### src/rtl/core/crtess_pkg.sv
package crtess_pkg;

	localparam int MaxSegmentsDefault = 16;
	localparam int SegW = 5;
	localparam logic [SegW-1:0] SegReset = 5'd8;

	localparam int CoordW = 16;
	localparam int CoefW = 20;      // widest coefficient: 12 * 2^15
	localparam int TW = 17;         // Q1.16 parameter, 0 .. 65536
	localparam int ProdW = CoefW + TW + 1;
	localparam int AccW = 40;

	typedef struct packed {
		logic signed [CoordW-1:0] y;
		logic signed [CoordW-1:0] x;
	} point_t;

	typedef struct packed {
		logic                     valid;
		logic                     last_step;
		logic [SegW-1:0]          step_index;
		logic signed [CoordW-1:0] curve_x;
		logic signed [CoordW-1:0] curve_y;
	} res_t;

	// floor(65536 / s) and 65536 mod s, s = 1..16
	function automatic logic [TW-1:0] recip_quot(input logic [SegW-1:0] s);
		logic [TW-1:0] q;
		unique case (s)
			5'd1:    q = 17'd65536;
			5'd2:    q = 17'd32768;
			5'd3:    q = 17'd21845;
			5'd4:    q = 17'd16384;
			5'd5:    q = 17'd13107;
			5'd6:    q = 17'd10922;
			5'd7:    q = 17'd9362;
			5'd8:    q = 17'd8192;
			5'd9:    q = 17'd7281;
			5'd10:   q = 17'd6553;
			5'd11:   q = 17'd5957;
			5'd12:   q = 17'd5461;
			5'd13:   q = 17'd5041;
			5'd14:   q = 17'd4681;
			5'd15:   q = 17'd4369;
			5'd16:   q = 17'd4096;
			default: q = 17'd0;
		endcase
		return q;
	endfunction

	function automatic logic [3:0] recip_rem(input logic [SegW-1:0] s);
		logic [3:0] r;
		unique case (s)
			5'd3:    r = 4'd1;
			5'd5:    r = 4'd1;
			5'd6:    r = 4'd4;
			5'd7:    r = 4'd2;
			5'd9:    r = 4'd7;
			5'd10:   r = 4'd6;
			5'd11:   r = 4'd9;
			5'd12:   r = 4'd4;
			5'd13:   r = 4'd3;
			5'd14:   r = 4'd2;
			5'd15:   r = 4'd1;
			default: r = 4'd0;
		endcase
		return r;
	endfunction

endpackage

### src/rtl/core/crtess_mac.sv
module crtess_mac (
	input  logic                                clk,
	input  logic signed [crtess_pkg::CoefW-1:0] op_a,
	input  logic        [crtess_pkg::TW-1:0]    op_b,
	output logic signed [crtess_pkg::ProdW-1:0] prod_s1
);
	import crtess_pkg::*;

	// single shared signed multiplier, product registered
	always_ff @(posedge clk) begin
		prod_s1 <= ProdW'(op_a * $signed({1'b0, op_b}));
	end

endmodule

### src/rtl/core/crtess_eval.sv
module crtess_eval (
	input  logic                            clk,
	input  logic                            arst_n,
	input  logic                            start,
	input  crtess_pkg::point_t              pts [4],
	input  logic [crtess_pkg::SegW-1:0]     seg_cnt,
	output crtess_pkg::res_t                res,
	input  logic                            res_ack,
	output logic                            span_done
);
	import crtess_pkg::*;

	localparam logic [2:0] ST_IDLE = 3'd0;
	localparam logic [2:0] ST_STEP = 3'd1;
	localparam logic [2:0] ST_MUL  = 3'd2;
	localparam logic [2:0] ST_ACC  = 3'd3;
	localparam logic [2:0] ST_FIN  = 3'd4;
	localparam logic [2:0] ST_OUT  = 3'd5;

	// multiply schedule for one curve point
	localparam logic [2:0] OP_TT  = 3'd0;
	localparam logic [2:0] OP_T2T = 3'd1;
	localparam logic [2:0] OP_AX  = 3'd2;
	localparam logic [2:0] OP_BX  = 3'd3;
	localparam logic [2:0] OP_CX  = 3'd4;
	localparam logic [2:0] OP_AY  = 3'd5;
	localparam logic [2:0] OP_BY  = 3'd6;
	localparam logic [2:0] OP_CY  = 3'd7;

	logic [2:0]               state_q;
	logic [2:0]               op_q;
	logic [SegW-1:0]          j_q;
	logic [SegW-1:0]          seg_q;
	logic [TW-1:0]            quot_q;
	logic [3:0]               rinc_q;
	logic [3:0]               rem_q;
	logic [TW-1:0]            t_q;
	logic [TW-1:0]            t2_q;
	logic [TW-1:0]            t3_q;
	logic signed [CoefW-1:0]  ca_x_q, cb_x_q, cc_x_q;
	logic signed [CoefW-1:0]  ca_y_q, cb_y_q, cc_y_q;
	logic signed [CoordW-1:0] p1x_q, p1y_q;
	logic signed [AccW-1:0]   acc_q;
	logic signed [CoordW-1:0] crv_x_q, crv_y_q;

	logic signed [CoefW-1:0]  op_a;
	logic [TW-1:0]            op_b;
	logic signed [ProdW-1:0]  prod_s1;
	logic signed [ProdW-1:0]  prod_rnd;
	logic [TW-1:0]            t_sq;
	logic signed [AccW-1:0]   acc_add;
	logic signed [AccW-1:0]   base_x, base_y;
	logic [SegW-1:0]          rem_sum;
	logic                     rem_wrap;
	logic                     last_step;

	function automatic logic signed [CoefW-1:0] sx(input logic signed [CoordW-1:0] v);
		return CoefW'(v);
	endfunction

	function automatic logic signed [CoefW-1:0] coef_a(input logic signed [CoordW-1:0] p0,
			input logic signed [CoordW-1:0] p2);
		return sx(p2) - sx(p0);
	endfunction

	function automatic logic signed [CoefW-1:0] coef_b(input logic signed [CoordW-1:0] p0,
			input logic signed [CoordW-1:0] p1, input logic signed [CoordW-1:0] p2,
			input logic signed [CoordW-1:0] p3);
		return (sx(p0) <<< 1) - (sx(p1) <<< 2) - sx(p1) + (sx(p2) <<< 2) - sx(p3);
	endfunction

	function automatic logic signed [CoefW-1:0] coef_c(input logic signed [CoordW-1:0] p0,
			input logic signed [CoordW-1:0] p1, input logic signed [CoordW-1:0] p2,
			input logic signed [CoordW-1:0] p3);
		return (sx(p1) <<< 1) + sx(p1) - sx(p0) - (sx(p2) <<< 1) - sx(p2) + sx(p3);
	endfunction

	// floor(acc / 2^17), clamped to the coordinate range
	function automatic logic signed [CoordW-1:0] sat_coord(input logic signed [AccW-1:0] a);
		logic signed [AccW-1:0] sh;
		logic signed [CoordW-1:0] r;
		sh = a >>> 17;
		if (sh > AccW'(32767))
			r = 16'sh7FFF;
		else if (sh < -AccW'(32768))
			r = 16'sh8000;
		else
			r = sh[CoordW-1:0];
		return r;
	endfunction

	always_comb begin
		unique case (op_q)
			OP_TT:   begin op_a = CoefW'(t_q);  op_b = t_q;  end
			OP_T2T:  begin op_a = CoefW'(t2_q); op_b = t_q;  end
			OP_AX:   begin op_a = ca_x_q;       op_b = t_q;  end
			OP_BX:   begin op_a = cb_x_q;       op_b = t2_q; end
			OP_CX:   begin op_a = cc_x_q;       op_b = t3_q; end
			OP_AY:   begin op_a = ca_y_q;       op_b = t_q;  end
			OP_BY:   begin op_a = cb_y_q;       op_b = t2_q; end
			default: begin op_a = cc_y_q;       op_b = t3_q; end
		endcase
	end

	crtess_mac u_mac (
		.clk     (clk),
		.op_a    (op_a),
		.op_b    (op_b),
		.prod_s1 (prod_s1)
	);

	assign prod_rnd = prod_s1 + ProdW'(32768);
	assign t_sq     = prod_rnd[32:16];
	assign acc_add  = acc_q + AccW'(prod_s1);
	// 2*p1*2^16 plus the rounding half
	assign base_x   = (AccW'(p1x_q) <<< 17) + AccW'(65536) + AccW'(prod_s1);
	assign base_y   = (AccW'(p1y_q) <<< 17) + AccW'(65536) + AccW'(prod_s1);

	// t = floor((j*65536 + S/2) / S), stepped by quotient and remainder
	assign rem_sum  = {1'b0, rem_q} + {1'b0, rinc_q};
	assign rem_wrap = (rem_sum >= seg_q);

	assign last_step = (j_q == seg_q);

	always_comb begin
		res.valid      = (state_q == ST_OUT);
		res.last_step  = last_step;
		res.step_index = j_q;
		res.curve_x    = crv_x_q;
		res.curve_y    = crv_y_q;
	end

	assign span_done = (state_q == ST_OUT) && res_ack && last_step;

	always_ff @(posedge clk or negedge arst_n) begin
		if (!arst_n) begin
			state_q <= ST_IDLE;
		end else begin
			unique case (state_q)
				ST_IDLE: if (start) state_q <= ST_STEP;
				ST_STEP: state_q <= ST_MUL;
				ST_MUL:  state_q <= ST_ACC;
				ST_ACC:  state_q <= (op_q == OP_CY) ? ST_FIN : ST_MUL;
				ST_FIN:  state_q <= ST_OUT;
				ST_OUT: begin
					if (res_ack) state_q <= last_step ? ST_IDLE : ST_STEP;
				end
				default: state_q <= ST_IDLE;
			endcase
		end
	end

	always_ff @(posedge clk) begin
		unique case (state_q)
			ST_IDLE: begin
				if (start) begin
					seg_q  <= seg_cnt;
					quot_q <= recip_quot(seg_cnt);
					rinc_q <= recip_rem(seg_cnt);
					rem_q  <= 4'(seg_cnt >> 1);
					t_q    <= '0;
					j_q    <= '0;
					p1x_q  <= pts[1].x;
					p1y_q  <= pts[1].y;
					ca_x_q <= coef_a(pts[0].x, pts[2].x);
					cb_x_q <= coef_b(pts[0].x, pts[1].x, pts[2].x, pts[3].x);
					cc_x_q <= coef_c(pts[0].x, pts[1].x, pts[2].x, pts[3].x);
					ca_y_q <= coef_a(pts[0].y, pts[2].y);
					cb_y_q <= coef_b(pts[0].y, pts[1].y, pts[2].y, pts[3].y);
					cc_y_q <= coef_c(pts[0].y, pts[1].y, pts[2].y, pts[3].y);
				end
			end
			ST_STEP: begin
				t_q   <= t_q + quot_q + TW'(rem_wrap);
				rem_q <= rem_wrap ? 4'(rem_sum - seg_q) : rem_sum[3:0];
				j_q   <= j_q + 5'd1;
				op_q  <= OP_TT;
			end
			ST_ACC: begin
				unique case (op_q)
					OP_TT:  t2_q  <= t_sq;
					OP_T2T: t3_q  <= t_sq;
					OP_AX:  acc_q <= base_x;
					OP_AY: begin
						crv_x_q <= sat_coord(acc_q);
						acc_q   <= base_y;
					end
					default: acc_q <= acc_add;
				endcase
				op_q <= op_q + 3'd1;
			end
			ST_FIN: crv_y_q <= sat_coord(acc_q);
			default: ;
		endcase
	end

endmodule

### src/rtl/core/catmull_rom_ring_tessellator.sv
// Closed-ring uniform Catmull-Rom tessellator. Control points (signed Q11.4)
// arrive one item at a time, the final point of a ring flagged by last_point.
// Once four points of a ring are known, each new point yields the span that
// starts two points back; the last point also flushes the three wrap-around
// spans, the span starting at the ring's first point coming out last. Each
// span gives segments_per_span curve points at t = j/S, j = 1..S, tagged with
// the span's anchor point and step_index j; final_result marks the last
// result of an item. A ring of fewer than four points gives no results.
// segments_per_span reads 0 as 1 and clamps above MAX_SEGMENTS; write it only
// while the block is idle. Every curve point is computed on a single
// shared 20x18 multiplier: eight products, each one multiplied and then
// accumulated, plus a t step and a finish step; the evaluator starts the
// next curve point only once the output register has taken the last. An
// item that makes spans makes 1 or 4 of them, and in_ready is low while
// they are being evaluated; an item that makes none leaves in_ready high.
module catmull_rom_ring_tessellator #(
	parameter int MAX_SEGMENTS = crtess_pkg::MaxSegmentsDefault
) (
	input  logic                             clk,
	input  logic                             arst_n,
	input  logic                             cfg_wr_en,
	input  logic [crtess_pkg::SegW-1:0]      cfg_wr_data,
	input  logic                             in_valid,
	output logic                             in_ready,
	input  logic signed [crtess_pkg::CoordW-1:0] point_x,
	input  logic signed [crtess_pkg::CoordW-1:0] point_y,
	input  logic                             last_point,
	output logic                             out_valid,
	input  logic                             out_ready,
	output logic signed [crtess_pkg::CoordW-1:0] anchor_x,
	output logic signed [crtess_pkg::CoordW-1:0] anchor_y,
	output logic signed [crtess_pkg::CoordW-1:0] curve_x,
	output logic signed [crtess_pkg::CoordW-1:0] curve_y,
	output logic [crtess_pkg::SegW-1:0]      step_index,
	output logic                             final_result
);
	import crtess_pkg::*;

	// segments register
	logic [SegW-1:0] seg_cfg_q;
	logic [SegW-1:0] seg_eff;

	// ring state
	point_t      head_q   [3];
	point_t      recent_q [3];
	logic [2:0]  seen_q;        // saturates at 4

	// job: window of seven points, span k uses entries k..k+3;
	// the window shifts down one entry per finished span
	point_t      win_q    [7];
	point_t      span_pts [4];
	logic [1:0]  spans_left_q;
	logic        busy_q;
	logic        start_q;

	point_t      pt;
	logic        in_acc;
	logic        has_span;

	res_t        res;
	logic        res_ack;
	logic        span_done;

	logic        out_valid_q;

	always_ff @(posedge clk or negedge arst_n) begin
		if (!arst_n) begin
			seg_cfg_q <= SegReset;
		end else if (cfg_wr_en) begin
			seg_cfg_q <= cfg_wr_data;
		end
	end

	always_comb begin
		if (seg_cfg_q == '0)
			seg_eff = SegW'(1);
		else if (seg_cfg_q > SegW'(MAX_SEGMENTS))
			seg_eff = SegW'(MAX_SEGMENTS);
		else
			seg_eff = seg_cfg_q;
	end

	assign pt       = '{y: point_y, x: point_x};
	assign in_ready = !busy_q;
	assign in_acc   = in_valid && in_ready;
	// a span over the three kept points and the new one exists from the fourth point on
	assign has_span = (seen_q >= 3'd3);

	// ring bookkeeping; the last point clears everything for the next ring
	always_ff @(posedge clk or negedge arst_n) begin
		if (!arst_n) begin
			for (int i = 0; i < 3; i++) begin
				head_q[i]   <= '0;
				recent_q[i] <= '0;
			end
			seen_q <= '0;
		end else if (in_acc) begin
			if (last_point) begin
				for (int i = 0; i < 3; i++) begin
					head_q[i]   <= '0;
					recent_q[i] <= '0;
				end
				seen_q <= '0;
			end else begin
				if (seen_q < 3'd3) head_q[seen_q[1:0]] <= pt;
				recent_q[0] <= recent_q[1];
				recent_q[1] <= recent_q[2];
				recent_q[2] <= pt;
				if (seen_q < 3'd4) seen_q <= seen_q + 3'd1;
			end
		end
	end

	// job control
	always_ff @(posedge clk or negedge arst_n) begin
		if (!arst_n) begin
			busy_q       <= 1'b0;
			start_q      <= 1'b0;
			spans_left_q <= '0;
		end else begin
			start_q <= 1'b0;
			if (in_acc && has_span) begin
				busy_q       <= 1'b1;
				start_q      <= 1'b1;
				spans_left_q <= last_point ? 2'd3 : 2'd0;
			end else if (span_done) begin
				if (spans_left_q == '0) begin
					busy_q <= 1'b0;
				end else begin
					spans_left_q <= spans_left_q - 2'd1;
					start_q      <= 1'b1;
				end
			end
		end
	end

	// window: old recent, new recent, then the head points for the flush
	always_ff @(posedge clk) begin
		if (in_acc && has_span) begin
			win_q[0] <= recent_q[0];
			win_q[1] <= recent_q[1];
			win_q[2] <= recent_q[2];
			win_q[3] <= pt;
			win_q[4] <= head_q[0];
			win_q[5] <= head_q[1];
			win_q[6] <= head_q[2];
		end else if (span_done) begin
			for (int i = 0; i < 6; i++) win_q[i] <= win_q[i+1];
		end
	end

	always_comb begin
		for (int i = 0; i < 4; i++) span_pts[i] = win_q[i];
	end

	crtess_eval u_eval (
		.clk       (clk),
		.arst_n    (arst_n),
		.start     (start_q),
		.pts       (span_pts),
		.seg_cnt   (seg_eff),
		.res       (res),
		.res_ack   (res_ack),
		.span_done (span_done)
	);

	// output register decouples the evaluator from the consumer
	assign res_ack = res.valid && (!out_valid_q || out_ready);

	always_ff @(posedge clk or negedge arst_n) begin
		if (!arst_n) begin
			out_valid_q <= 1'b0;
		end else if (res_ack) begin
			out_valid_q <= 1'b1;
		end else if (out_ready) begin
			out_valid_q <= 1'b0;
		end
	end

	always_ff @(posedge clk) begin
		if (res_ack) begin
			anchor_x     <= win_q[1].x;
			anchor_y     <= win_q[1].y;
			curve_x      <= res.curve_x;
			curve_y      <= res.curve_y;
			step_index   <= res.step_index;
			final_result <= res.last_step && (spans_left_q == '0);
		end
	end

	assign out_valid = out_valid_q;

endmodule

### config.mk
export PLATFORM = sky130hd
export DESIGN_NAME = catmull_rom_ring_tessellator
export DESIGN_NICKNAME = d
export VERILOG_FILES = /design/src/rtl/core/crtess_pkg.sv /design/src/rtl/core/crtess_mac.sv /design/src/rtl/core/crtess_eval.sv /design/src/rtl/core/catmull_rom_ring_tessellator.sv
export SDC_FILE = /design/constraint.sdc
export NUM_CORES = 2
export LEC_CHECK = 0
export ABC_CLOCK_PERIOD_IN_PS = 48900
export BUFFER_PORTS_ARGS = -buffer_cell sky130_fd_sc_hd__buf_2
export CORE_ASPECT_RATIO = 0.8
export CORE_MARGIN = 1.5
export CORE_UTILIZATION = 40
export DETAILED_ROUTE_END_ITERATION = 16
export GPL_TIMING_DRIVEN = 1
export PLACE_DENSITY = 0.54
export SYNTH_ARGS = -nofsm -noshare
export SYNTH_HDL_FRONTEND = slang
export SYNTH_SLANG_ARGS = --single-unit
### constraint.sdc
create_clock -name clk -period 48.9 [get_ports clk]
set_input_delay 7.335 -clock clk [delete_from_list [all_inputs] [get_ports clk]]
set_output_delay 7.335 -clock clk [all_outputs]
set_load 0.02 [all_outputs]
[Yosys cells after proc, flatten, opt, wreduce, memory -nomap -nowiden]
Memory sizes are Yosys's and may differ from the RTL's. A register that Yosys moved wholly into a read port is not among the register bits.
Cells that the tools add are included.
W data, S select, Z words.
Word-level totals
  bits in registers: 608
  bits in latches: 0
  RAM bits: 224
  bits in read-only memories: 608
  input bits: 43
  output and inout bits: 72
  word-level logic and storage cells: 201
  memories kept: 3
Memories
  (no name shown): words 32, bits a word 17, read ports 1, clocked after Yosys merged registers in 1, write ports 0, RTL line crtess_pkg.sv:29  | unique case (s)
  win_q: words 7, bits a word 32, read ports 7, clocked after Yosys merged registers in 0, write ports 7, RTL line catmull_rom_ring_tessellator.sv:50  | point_t win_q [7];
  (no name shown): words 16, bits a word 4, read ports 1, clocked after Yosys merged registers in 1, write ports 0, RTL line crtess_pkg.sv:53  | unique case (s)
Operators by class
  $add $sub $neg: 34
  multiply operators: 1
  div/mod/pow operators: 0
  $lt $le $gt $ge: 9
  eq/ne operators: 16
  shift operators: 0
  mux-type cells: 51
  bitwise operators: 8
  reductions and logical operators: 35
Operator list (count)
  $mux W96: 3
  $mux W32: 7
  $pmux W20 S7: 1
  $pmux W40 S3: 1
  $bwmux W96: 1
  $sub A20 B16 Y20: 4
  $add A34 B38 Y39: 2
  $add A33 B18 Y34 const B: 2
  $pmux W17 S2: 2
  $demux W32 S2: 1
  $add A20 B16 Y20: 2
  $add A20 B18 Y20: 2
  $add A40 B38 Y40: 1
  $sub A19 B16 Y20: 2
  $sub A20 B17 Y20: 2
  $mul A20 B18 Y38: 1
  $sub A17 B18 Y19: 2
  $sub A18 B16 Y19: 2
  $add A17 B16 Y18: 2
  $sub A16 B16 Y17: 2
  $add A33 B17 Y33 const B: 1
  $mux W16: 2
  $gt A23 B16 Y1 const B: 1
  $lt A23 B16 Y1 const B: 1
  other kinds (43): 107

[Logic depth before layout (Yosys ltp)]
  depth after elaboration: 9
  gate-level depth with buffers: 36
  depth with buffers taken out: 32

[By module]
Synthesis repeated with hierarchy kept, for this count alone.
Unflattened totals
  cells, all modules: 5746
  area, all modules: 63099.3 um^2
By module, submodules not included
  crtess_eval: times used 1, cells each 2670, area an instance 27854.2 um^2
  catmull_rom_ring_tessellator: times used 1, cells each 1558, area an instance 21578.2 um^2
  crtess_mac: times used 1, cells each 1518, area an instance 13666.9 um^2

[Worst setup path after synthesis]
OpenSTA, ideal clock, no wires.
  kind: register to register
  from: register u_eval.state_q[2]
  to: register u_eval.j_q[0], enable pin
  arrival: 20.329 ns
  data required time: 48.526 ns
  slack: 28.197 ns
  stages on the path, launching flop included: 4
  path buffers: 1
  cells stage by stage: dfrtp_1 > clkbuf_1 > nor4b_1 > or2_2
Between the ends
  word-level cells in the longest chain between the ends: 3
Ends and longest elaborated chain
  from (decl): RTL line crtess_eval.sv:30  | logic [2:0] state_q;
  from (signal assigned): RTL line crtess_eval.sv:143  | ST_ACC: state_q <= (op_q == OP_CY) ? ST_FIN : ST_MUL;
  from (signal assigned): RTL line crtess_eval.sv:146  | if (res_ack) state_q <= last_step ? ST_IDLE : ST_STEP;
  $eq A3 B1 Y1 / $logic_not A3 Y1 (equally long branches): RTL line crtess_eval.sv:154  | unique case (state_q)
  $reduce_bool A2 Y1 (no source line) / $ne A2 B2 Y1 (equally long branches)
  $reduce_and A2 Y1 (no source line) (*)
  to (signal assigned): RTL line crtess_eval.sv:176  | j_q <= j_q + 5'd1;
  to (decl): RTL line crtess_eval.sv:32  | logic [SegW-1:0] j_q;
Every way passes the cells marked *; elsewhere a longest branch is shown, timed or not.
A chain may end at the register's enable or synchronous reset.

==> flow_summary.json <==
{
  "status": "finished, final reports clean",
  "r2r_start": "u_eval.op_q[0]",
  "die_x_um": 437,
  "gp_congestion": 0.884,
  "htreeDepth": 3,
  "drc": 0,
  "period_share_pct": 21.3,
  "synth_seq_cells": 847,
  "cts-root-buf": "clkbuf_16",
  "timing.slew.headroom_pct": 17.1,
  "synth_top_area_share_pct": 30.0,
  "gr-total-overflow": 0,
  "grt_util_all_layers_pct": 21.1,
  "antenna_found_initial": 8,
  "netlist_area_sq_um": 60200,
  "hold_viol": 0,
  "grt_pass1_wl_um": 246000,
  "rrSetupSlack_ps": 39700,
  "dp.cells": 7404,
  "wl_um": 160000,
  "boundaryPins": 115,
  "ys_warn_count": 0,
  "synth_cells": 5411,
  "critical_path.startpoint_type": "input pin",
  "setup_tns_ps": 0,
  "min_period_ps": 10430,
  "cts.sinks": 847,
  "grt_pass1_vias": 39800,
  "clock_path_buffers": 3,
  "fin_skew_ps": 27.3,
  "ys.flop_type": "edfxtp_1",
  "wl_per_cell_um": 21.2,
  "synth_area_per_cell_sq_um": 11.1,
  "dieArea_sq_um": 153000,
  "core_sq_um": 150000,
  "grt_setup_unrepaired": "false",
  "clock_latency_ps": 710,
  "synth-edff-count": 601,
  "final_cells": 7569,
  "fmax_mhz": 95.9,
  "critical_path.startpoint": "in_valid",
  "max_cap_violations": 0,
  "cts_tree": "done",
  "layout-drive-gt1-share_pct": 9.86,
  "synth.area.top_cells": "edfxtp_1 30%, fa_1 18%, dfrtp_1 8.6%",
  "first_iter_violations": 3051,
  "yosysTopAreaCell": "edfxtp_1",
  "layout_common_cells": "767 x inv_1, 601 x edfxtp_1, 550 x fa_1",
  "slew_viol_final": 0,
  "area_growth_pct": 9.53,
  "post_cts_resized": 0,
  "dp_hpwl_um": 124000,
  "synth_cell_type_count": 84,
  "syn-num-nets": 6371,
  "synthArstFlopShare_pct": 24.6,
  "hp-class": "reg2reg",
  "grt_max_degree": 106,
  "firstDrtPassIters": 6,
  "port_buffers": 114,
  "cts_inserted_buffers": 87,
  "final_antenna_net_count": 0,
  "seq_area_frac_synth_pct": 39.9,
  "tightest_slew_ps": 1240,
  "crit_fanout": 76,
  "initial_utilization_pct": 40.2,
  "vias": 39500,
  "final_nets": 6454,
  "finalSetupViolCount": 0,
  "postCtsSetupBuffers": 0,
  "fp.dieH_um": 350,
  "worstPathRequired_ps": 49340,
  "clk_pin_slew_ps": 60,
  "cp.arrival_ps": 10870,
  "final_common_cell": "inv_1",
  "rows": 127,
  "min_from": "u_eval.crv_y_q[2]",
  "via_per_inst": 5.22,
  "critPathCaptureType": "register",
  "crit_type": "in2reg",
  "hold_buffers": 0
}
worst max-delay path, cell delays in order:
cell and delay [ps]:
buf_2 120, nor2b_1 200, o21ai_1 450, inv_1 100, buf_4 290, nor2_4 140, buf_4 810, buf_4 870
mux2_2 420
metrics by stage:
step                instance area [sq um]  utilization [%]  setup WS (ps)  hold WS [ps]
global route                        65900             44.1          38270           425
detailed placement                  63100             42.1          37700           405
finish                              65900             44.1          38470           417
global placement                    63100             42.1          37750           405
floorplan                           60200                -          28200           400
CTS                                 65900             44.1          38470           419
state kept, by name (all words and copies together) (netlist names), 17 cells and up:
signal,cells
win_q,224
head_q,96
recent_q,96
u_eval.acc_q,40
u_eval.u_mac.prod_s1,38
u_eval.cb_x_q,20
u_eval.cb_y_q,20
u_eval.cc_x_q,20
u_eval.cc_y_q,20
u_eval.ca_x_q,17
u_eval.ca_y_q,17
u_eval.quot_q,17
u_eval.t2_q,17
u_eval.t3_q,17
u_eval.t_q,17
metal layers:
| layer | GRT usage (%) | up-vias | routed length (um) |
|---|---|---|---|
| li1 | - | 18600 | - |
| met5 | 0 | - | 13 |
| met3 | 2.99 | 191 | 9590 |
| met4 | 5.39 | 2 | 4190 |
| met1 | 31.8 | 19700 | 77900 |
| met2 | 31.7 | 1037 | 68500 |
cell families after synthesis:
logic type               Yosys count  synth area share, %
XOR/XNOR                         241                 3.51
adder cells (fa/ha/maj)          917                 25.9
AO/OA/AOI/OAI                    973                 10.9
flip-flops                       847                 39.9
AND/OR/NAND/NOR                 1281                 9.96
multiplexers                     210                 3.90
buffers and inverters            942                 5.93
path summary, 6_finish.rpt:
| kind | depth (start not counted) | to |
|---|---|---|
| min in group asynchronous | 1 | head_q[28] |
| min reg2reg | 0 | curve_y[2] |
| max | 9 | win_q[0][61] |
| min | 0 | curve_y[2] |
| max in group asynchronous | 2 | seg_cfg_q[4] |
| max reg2reg | 31 | u_eval.u_mac.prod_s1[37] |
cell usage after synthesis (34+ instances only):
cell	number
nand2_1	467
fa_1	550
inv_1	767
a22o_1	101
and2_1	35
o21a_1	50
and3_1	36
a21o_1	69
o21bai_1	34
dfrtp_1	207
mux2_2	198
xnor2_1	178
clkbuf_1	140
a21oi_1	203
nor2_1	294
o21ai_0	230
nor2b_1	73
nand3_1	70
nand2b_1	150
nor3_1	59
xor2_1	63
edfxtp_1	601
ha_1	367
dfxtp_1	38
a22oi_1	34
layout make-up:
class	count	area, sq um
timing repair buffer	169	993
clock inverter	43	420
fill	14200	83700
antenna	3	7.51
multi-input combinational	3622	32700
inverter	767	2880
tap	1999	2500
sequential	847	24000
clock buffer	119	2450
Power is not shown: default switching activity piles up to over one toggle a cycle in this logic, so the estimate is an artifact.
